$ cat src/labs_pkg.sv
package labs_pkg;

    localparam int NUM_CHANNELS = 7;
    localparam int NUM_PRESETS  = 6;
    localparam int CH_W         = $clog2(NUM_CHANNELS);
    localparam int PR_W         = $clog2(NUM_PRESETS + 1);

    localparam logic [15:0] RATE_MIN = 16'd256;
    localparam logic [15:0] RATE_MAX = 16'd32768;
    localparam logic [3:0]  FRAC_MIN = 4'd2;
    localparam logic [3:0]  FRAC_MAX = 4'd15;
    localparam logic [3:0]  FRAC_RST = 4'd10;

    localparam logic [1:0] OP_RELOAD = 2'd0;
    localparam logic [1:0] OP_TICK   = 2'd1;
    localparam logic [1:0] OP_EVAL   = 2'd2;
    localparam logic [1:0] OP_UNUSED = 2'd3;

    localparam logic [1:0] CFG_MAX_BW  = 2'd0;
    localparam logic [1:0] CFG_PERIOD  = 2'd1;
    localparam logic [1:0] CFG_TIGHTEN = 2'd2;
    localparam logic [1:0] CFG_EASE    = 2'd3;

    function automatic logic [15:0] preset_val(input logic [PR_W-1:0] p,
                                               input logic [CH_W-1:0] c);
        logic [15:0] row [NUM_CHANNELS];
        case (p)
            3'd0: row = '{16'd5, 16'd10, 16'd3, 16'd3, 16'd10, 16'd10, 16'd9};
            3'd1: row = '{16'd30, 16'd40, 16'd9, 16'd9, 16'd86, 16'd86, 16'd40};
            3'd2: row = '{16'd50, 16'd70, 16'd14, 16'd14, 16'd136, 16'd136, 16'd80};
            3'd3: row = '{16'd100, 16'd100, 16'd20, 16'd20, 16'd310, 16'd310, 16'd140};
            3'd4: row = '{16'd200, 16'd200, 16'd25, 16'd25, 16'd450, 16'd800, 16'd300};
            default: row = '{16'd1000, 16'd500, 16'd25, 16'd25, 16'd1450, 16'd5000,
                             16'd2000};
        endcase
        return row[c];
    endfunction

    function automatic logic [15:0] preset_total(input logic [PR_W-1:0] p);
        case (p)
            3'd0: return 16'd50;
            3'd1: return 16'd300;
            3'd2: return 16'd500;
            3'd3: return 16'd1000;
            3'd4: return 16'd2000;
            default: return 16'd10000;
        endcase
    endfunction

endpackage

$ cat src/loss_adaptive_bandwidth_split.sv
// Tick, unused op or unchanged evaluate: decode state, then output state with result valid.
// Reload or fraction change: decode, a multiply with reciprocal divide by 10, a preset
// search, then per channel a setup state and a shared restoring divider at one quotient
// bit a cycle, 32 bits.
// One request at a time; ready is low until the result is taken, then high again.
// Synchronous active-low reset: fraction 10, rate, counter, budgets 0, regs 256, 5000, 48, 8.
module loss_adaptive_bandwidth_split (
    input  logic         i_clk,
    input  logic         i_rst_n,
    input  logic         s_axis_tvalid,
    output logic         s_axis_tready,
    input  logic [15:0]  s_axis_tdata,   // loss_sixteenths[10:0]
    input  logic [1:0]   s_axis_tuser,   // operation[1:0]
    output logic         m_axis_tvalid,
    input  logic         m_axis_tready,
    output logic [151:0] m_axis_tdata,   // resend, land, wind, cloud, task, texture,
                                         // asset, total, current (16 each), fraction[147:144]
    output logic         m_axis_tuser,   // budgets_changed
    input  logic         i_cfg_we,
    input  logic [1:0]   i_cfg_index,
    input  logic [15:0]  i_cfg_data
);
    localparam int NC = labs_pkg::NUM_CHANNELS;
    localparam int NP = labs_pkg::NUM_PRESETS;
    localparam int CW = labs_pkg::CH_W;
    localparam int PW = labs_pkg::PR_W;

    typedef enum logic [6:0] {
        S_IDLE = 7'b0000001, S_DEC  = 7'b0000010, S_MUL  = 7'b0000100,
        S_SRCH = 7'b0001000, S_CHAN = 7'b0010000, S_DIV  = 7'b0100000,
        S_OUT  = 7'b1000000
    } t_state;

    t_state r_state;
    logic [15:0] r_max_bw, r_period;
    logic [10:0] r_tighten, r_ease;
    logic [3:0]  r_frac;
    logic [15:0] r_rate, r_cnt;
    logic [15:0] r_bud [NC];
    logic [1:0]  r_op;
    logic [10:0] r_loss;
    logic        r_chg;
    logic [PW-1:0] r_idx;
    logic [CW-1:0] r_ch;
    logic [4:0]  r_bit;
    logic [31:0] r_num;
    logic [31:0] r_quo;
    logic [31:0] r_rem;
    logic [15:0] r_span;
    logic [PW-1:0] r_lo, r_hi;
    logic        r_ext;

    logic [15:0] w_bw, w_clr;
    logic [19:0] w_prod;
    logic [32:0] w_trial;
    logic [15:0] w_tot;
    logic [PW-1:0] w_base;
    logic        w_tighten, w_ease;

    assign w_bw = (r_max_bw < labs_pkg::RATE_MIN) ? labs_pkg::RATE_MIN :
                  (r_max_bw > labs_pkg::RATE_MAX) ? labs_pkg::RATE_MAX : r_max_bw;
    assign w_clr = (r_rate < labs_pkg::RATE_MIN) ? labs_pkg::RATE_MIN :
                   (r_rate > labs_pkg::RATE_MAX) ? labs_pkg::RATE_MAX : r_rate;
    assign w_prod = w_bw * r_frac;
    assign w_trial = {r_rem, r_num[31]} - {17'd0, r_span};
    assign w_base = r_ext ? r_hi : r_lo;
    assign w_tighten = (r_loss > r_tighten) && (r_frac > labs_pkg::FRAC_MIN)
                       && (r_rate > labs_pkg::RATE_MIN);
    assign w_ease = (r_loss <= r_tighten) && (r_loss <= r_ease)
                    && (r_frac < labs_pkg::FRAC_MAX) && (r_rate < labs_pkg::RATE_MAX);

    always_comb begin
        w_tot = '0;
        for (int c = 0; c < NC; c++) w_tot = w_tot + r_bud[c];
    end

    assign s_axis_tready = (r_state == S_IDLE);
    assign m_axis_tvalid = (r_state == S_OUT);
    assign m_axis_tuser  = r_chg;
    always_comb begin
        for (int c = 0; c < NC; c++) m_axis_tdata[16*c +: 16] = r_bud[c];
        m_axis_tdata[16*NC +: 16]     = w_tot;
        m_axis_tdata[16*NC+16 +: 16]  = r_rate;
        m_axis_tdata[16*NC+32 +: 4]   = r_frac;
        m_axis_tdata[151:16*NC+36]    = '0;
    end

    always_ff @(posedge i_clk) begin
        if (!i_rst_n) begin
            r_state   <= S_IDLE;
            r_max_bw  <= 16'd256;
            r_period  <= 16'd5000;
            r_tighten <= 11'd48;
            r_ease    <= 11'd8;
            r_frac    <= labs_pkg::FRAC_RST;
            r_rate    <= '0;
            r_cnt     <= '0;
            r_chg     <= 1'b0;
            for (int c = 0; c < NC; c++) r_bud[c] <= '0;
        end else begin
            if (i_cfg_we) begin
                case (i_cfg_index)
                    labs_pkg::CFG_MAX_BW:  r_max_bw  <= i_cfg_data;
                    labs_pkg::CFG_PERIOD:  r_period  <= i_cfg_data;
                    labs_pkg::CFG_TIGHTEN: r_tighten <= i_cfg_data[10:0];
                    labs_pkg::CFG_EASE:    r_ease    <= i_cfg_data[10:0];
                    default: ;
                endcase
            end
            case (r_state)
                S_IDLE: begin
                    r_op   <= s_axis_tuser;
                    r_loss <= s_axis_tdata[10:0];
                    if (s_axis_tvalid) r_state <= S_DEC;
                end
                S_DEC: begin
                    if (r_op == labs_pkg::OP_RELOAD) begin
                        r_frac  <= labs_pkg::FRAC_MAX;
                        r_chg   <= 1'b1;
                        r_state <= S_MUL;
                    end else if (r_op == labs_pkg::OP_EVAL && r_cnt >= r_period) begin
                        r_cnt <= '0;
                        if (w_tighten) begin
                            r_frac  <= r_frac - 4'd1;
                            r_chg   <= 1'b1;
                            r_state <= S_MUL;
                        end else if (w_ease) begin
                            r_frac  <= r_frac + 4'd1;
                            r_chg   <= 1'b1;
                            r_state <= S_MUL;
                        end else begin
                            r_chg   <= 1'b0;
                            r_state <= S_OUT;
                        end
                    end else begin
                        if (r_op == labs_pkg::OP_TICK && r_cnt != 16'hFFFF)
                            r_cnt <= r_cnt + 16'd1;
                        r_chg   <= 1'b0;
                        r_state <= S_OUT;
                    end
                end
                S_MUL: begin
                    // divide by 10: (x * 838861) >> 23 is exact for x < 2^20
                    r_rate  <= 16'((44'(w_prod) * 44'd838861) >> 23);
                    r_idx   <= '0;
                    r_state <= S_SRCH;
                end
                S_SRCH: begin
                    if (labs_pkg::preset_total(r_idx) > w_clr || r_idx == PW'(NP)) begin
                        r_ch <= '0;
                        if (r_idx == '0) begin
                            for (int c = 0; c < NC; c++)
                                r_bud[c] <= labs_pkg::preset_val('0, CW'(c));
                            r_state <= S_OUT;
                        end else begin
                            r_ext <= (r_idx == PW'(NP));
                            r_lo  <= (r_idx == PW'(NP)) ? PW'(NP-2) : r_idx - 1'b1;
                            r_hi  <= (r_idx == PW'(NP)) ? PW'(NP-1) : r_idx;
                            r_state <= S_CHAN;
                        end
                    end else r_idx <= r_idx + 1'b1;
                end
                S_CHAN: begin
                    r_span <= labs_pkg::preset_total(r_hi) - labs_pkg::preset_total(r_lo);
                    if (labs_pkg::preset_val(r_hi, r_ch) >= labs_pkg::preset_val(r_lo, r_ch))
                        r_num <= (labs_pkg::preset_val(r_hi, r_ch)
                                  - labs_pkg::preset_val(r_lo, r_ch))
                                 * (w_clr - labs_pkg::preset_total(w_base));
                    else
                        r_num <= '0;
                    r_rem <= '0;
                    r_quo <= '0;
                    r_bit <= '0;
                    r_state <= S_DIV;
                end
                S_DIV: begin
                    if (w_trial[32]) begin
                        r_rem <= {r_rem[30:0], r_num[31]};
                        r_quo <= {r_quo[30:0], 1'b0};
                    end else begin
                        r_rem <= w_trial[31:0];
                        r_quo <= {r_quo[30:0], 1'b1};
                    end
                    r_num <= {r_num[30:0], 1'b0};
                    r_bit <= r_bit + 5'd1;
                    if (r_bit == 5'd31) begin
                        r_bud[r_ch] <= labs_pkg::preset_val(w_base, r_ch)
                                       + {r_quo[14:0], ~w_trial[32]};
                        if (r_ch == CW'(NC-1)) r_state <= S_OUT;
                        else begin
                            r_ch <= r_ch + 1'b1;
                            r_state <= S_CHAN;
                        end
                    end
                end
                S_OUT: begin
                    if (m_axis_tready) r_state <= S_IDLE;
                end
                default: ;
            endcase
        end
    end
endmodule

$ cat config.mk
export PLATFORM = sky130hd
export DESIGN_NAME = loss_adaptive_bandwidth_split
export DESIGN_NICKNAME = d
export VERILOG_FILES = /design/src/labs_pkg.sv /design/src/loss_adaptive_bandwidth_split.sv
export SDC_FILE = /design/constraint.sdc
export NUM_CORES = 2
export LEC_CHECK = 0
export ABC_AREA = 1
export BUFFER_PORTS_ARGS = -buffer_cell sky130_fd_sc_hd__buf_2
export CORE_MARGIN = 3
export CORE_UTILIZATION = 25
export DETAILED_ROUTE_END_ITERATION = 12
export GPL_ROUTABILITY_DRIVEN = 0
export SYNTH_ARGS = -nofsm -noshare
export SYNTH_HDL_FRONTEND = slang
export SYNTH_SLANG_ARGS = --single-unit
$ cat constraint.sdc
create_clock -name i_clk -period 18.9 [get_ports i_clk]
set_clock_uncertainty 0.05 [all_clocks]
set_input_delay 1.89 -clock i_clk [delete_from_list [all_inputs] [get_ports i_clk]]
set_output_delay 1.89 -clock i_clk [all_outputs]
set_load 0.03 [all_outputs]
==> out/qor.yml <==
cts:
  postCtsResizedCells: 0
  clk_latency_ps: 570
  clock_path_buffers: 3
  path_clk_slew_ps: 60
  postCtsHoldBufs: 0
  cts.htree.levels: 2
  cts_buffers: 40
  cts_tree: "done"
  post_cts_buffers: 0
  cts_sinks: 335
  cts-root-buf: "clkbuf_16"
worst_setup_path:
  critPathKind: "register to register"
  arrival_ps: 11490
  crit_required_ps: 19170
  cpLargestDelayFamily: "adder cells"
  slowest_delay_ps: 920
  cp-end-kind: "register"
  cp.buffers_inverters: 8
  path_common_cell: "nand2_1"
  critPathLaunchType: "register"
  path_max_fanout: 21
  slowest_stage: "a21oi_1"
grt:
  grt_max_degree: 68
  grt_pass1_vias: 33500
  grt_pass1_wl_um: 179000
  use_met3_pct: 1.98
  grt_use_total_pct: 13.0
  antenna_found_initial: 2
  grt.busiest_layer: "met2"
  use_met2_pct: 22.0
  met1_usage_pct: 17.7
  grt_overflow_total: 0
floorplan:
  initial_core_util_pct: 25.2
  die_area_sq_um: 169000
  fp.dieH_um: 411
  die_w_um: 411
  top_level_ports: 196
  core_sq_um: 163000
  num_rows: 148
pwr:
  p_per_area_nw_per_um2: 122
  swShare_pct: 51.2
  pwr-share-seq_pct: 15.1
  ir_worst_vdd_v: 0.000148
  p_sw_mw: 2.87
  comb_power_share_pct: 70.0
  intPower_mw: 2.74
  p_total_mw: 5.61
  pwr-share-clk_pct: 14.9
  leakage_nw: 22.7
detailed_routing:
  first_iter_violations: 2295
  drtPass1Iterations: 6
  drt_wl_total_um: 110000
  vias_per_cell: 4.52
  vias: 32800
  detail-route-antenna-nets: 0
  routedWlPerCell_um: 15.1
  drc: 0
synth:
  syn_area_per_cell_sq_um: 8.41
  synth-simple-area-share_pct: 15.2
  synth_compound_area_share_pct: 9.60
  synthAdderAreaFrac_pct: 39.0
  synth_top_area_cell: "fa_1"
  ys_ff_latch: 335
  synthCells: 4882
  ys_seq_area_share_pct: 22.1
  synthFlopType: "edfxtp_1"
  synth_top_family_by_area: "adder cells"
  synth_edf_count: 237
  netlist_area_sq_um: 41100
  ys_async_sr_fraction_pct: 0
  muxShareOfSynthArea_pct: 0
  synth_area_leaders: "fa_1 26%, edfxtp_1 17%, ha_1 13%, inv_1 10%, nand2_1 6.0%"
  synth_xor_area_share_pct: 2.58
  synth_top_area_share_pct: 25.7
  yosysWarningCount: 0
  synth_cell_types: 69
timing:
  worst_pin_slew_ps: 1210
  slew_viol_final: 0
  setup_slack_ps: 7670
  relSlewSlack_pct: 19.6
  finalSetupViolCount: 0
  min_period_ps: 11230
  fin_tns_setup_ps: 0
  rsz0062_at_grt: "false"
  finalHoldViolCount: 0
  min_period_over_period_pct: 59.4
  fmax_ghz: 0.0891
place:
  placed_cells: 7176
  dp_hpwl_um: 91200
  portBuffers: 186
  dp_slack_ps: 8020
finish:
  nets: 6049
  n_fill_cell: 17500
  final_cells: 7253
  syn_to_final_growth_pct: 11.9
  drive_above_1_share_pct: 6.62
job:
  drv_cap: 0
status:
  outcome: "completed"
hold_path:
  hold_class: "register to register"
layer usage:
| metal | part of all wire, % | vias up |
|---|---|---|
| met5 | 0.012 | - |
| met4 | 2.0 | 2 |
| met3 | 6.5 | 151 |
| met2 | 47 | 982 |
| met1 | 45 | 16000 |
| li1 | - | 15700 |
logic make-up (layout without fill, tap and decap cells):
family	Yosys count	after routing
and+or+nand+nor	1507	1507
buffers and inverters	1247	1437
other	1	7
xor gates and xnor gates	120	120
adders and majority gates	965	965
DFF	335	335
AOI/OAI and AO/OA	707	707
cell usage in the layout (no fill, tap or decap), types with 6 or more instances in the layout:
master,instances
a211oi_1,16
a21boi_1,6
a21o_1,14
a21oi_1,317
a31oi_1,20
buf_2,186
buf_4,24
bufinv_16,6
clkbuf_16,42
clkinv_1,15
dfxtp_1,98
edfxtp_1,237
fa_1,528
ha_1,437
inv_1,1129
inv_2,14
nand2_1,655
nand3_1,123
nand4_1,31
nor2_1,578
nor2_2,11
nor3_1,54
nor4_1,14
o211ai_1,24
o21a_1,9
o21ai_0,212
o21ai_1,23
o21bai_1,11
o22ai_1,8
or2_2,8
xnor2_1,43
xor2_1,76
path summary, 6_finish.rpt:
check               start            to  slack (ps)  cells after the start
min          r_period[10]  r_period[10]         410                      2
max               r_ch[2]     r_num[25]        7670                     41
max reg2reg       r_ch[2]     r_num[25]        7670                     41
min reg2reg  r_period[10]  r_period[10]         410                      2
sequential cells by signal (all words and copies together) (netlist names), 15 cells and up:
| signal | flops |
|---|---|
| r_bud | 112 |
| r_num | 32 |
| r_rem | 32 |
| r_cnt | 16 |
| r_max_bw | 16 |
| r_period | 16 |
| r_rate | 16 |
| r_quo | 15 |
| r_span | 15 |
power groups by stage:
stage	clock network [mW]	logic [mW]	registers [mW]
after detailed placement	0	3.86	0.862
after global placement	0	3.82	0.862
after global routing	0.885	4.48	0.849
after CTS	0.853	3.91	0.847
final	0.835	3.92	0.847
after floorplan	0	2.83	0.875
synthesized netlist by cell type, drive strengths merged, types with 8 or more instances:
cell type / count
inv: 1143
o21a: 9
o21bai: 11
clkinv: 10
a31oi: 20
nor4: 17
a21oi: 319
edfxtp: 237
nor2: 591
ha: 437
fa: 528
o211ai: 25
or2: 10
nand4: 32
nand2: 661
clkbuf: 74
dfxtp: 98
xnor2: 44
buf: 20
nor3: 56
nand3: 129
a21o: 14
o21ai: 239
o22ai: 8
a211oi: 16
a21boi: 8
xor2: 76
worst min-delay path: cells and delay by family, from the launching register on:
kind                   cells  cell delay (ps)
AOI/OAI and AO/OA          1               50
buffers and inverters      1               60
DFF                        1              300
cell type report:
cell class	count	area [sq um]	area share (%)
Clock inverter	24	303	0.659
Sequential cell	335	9080	19.7
Timing Repair Buffer	210	1110	2.42
Clock buffer	50	1110	2.42
Tap cell	2175	2720	5.92
Antenna cell	3	7.51	0.0163
Inverter	1153	4330	9.41
Multi-Input combinational cell	3303	27300	59.4
stage by stage:
step	utilization, %	hold slack, ps	instance area [sq um]
floorplan	-	385	41100
global route	28.2	433	46000
CTS	28.2	414	46000
finish	28.2	410	46000
global placement	27.3	398	44600
detailed placement	27.3	405	44600
(Power assumes the default switching activity.)
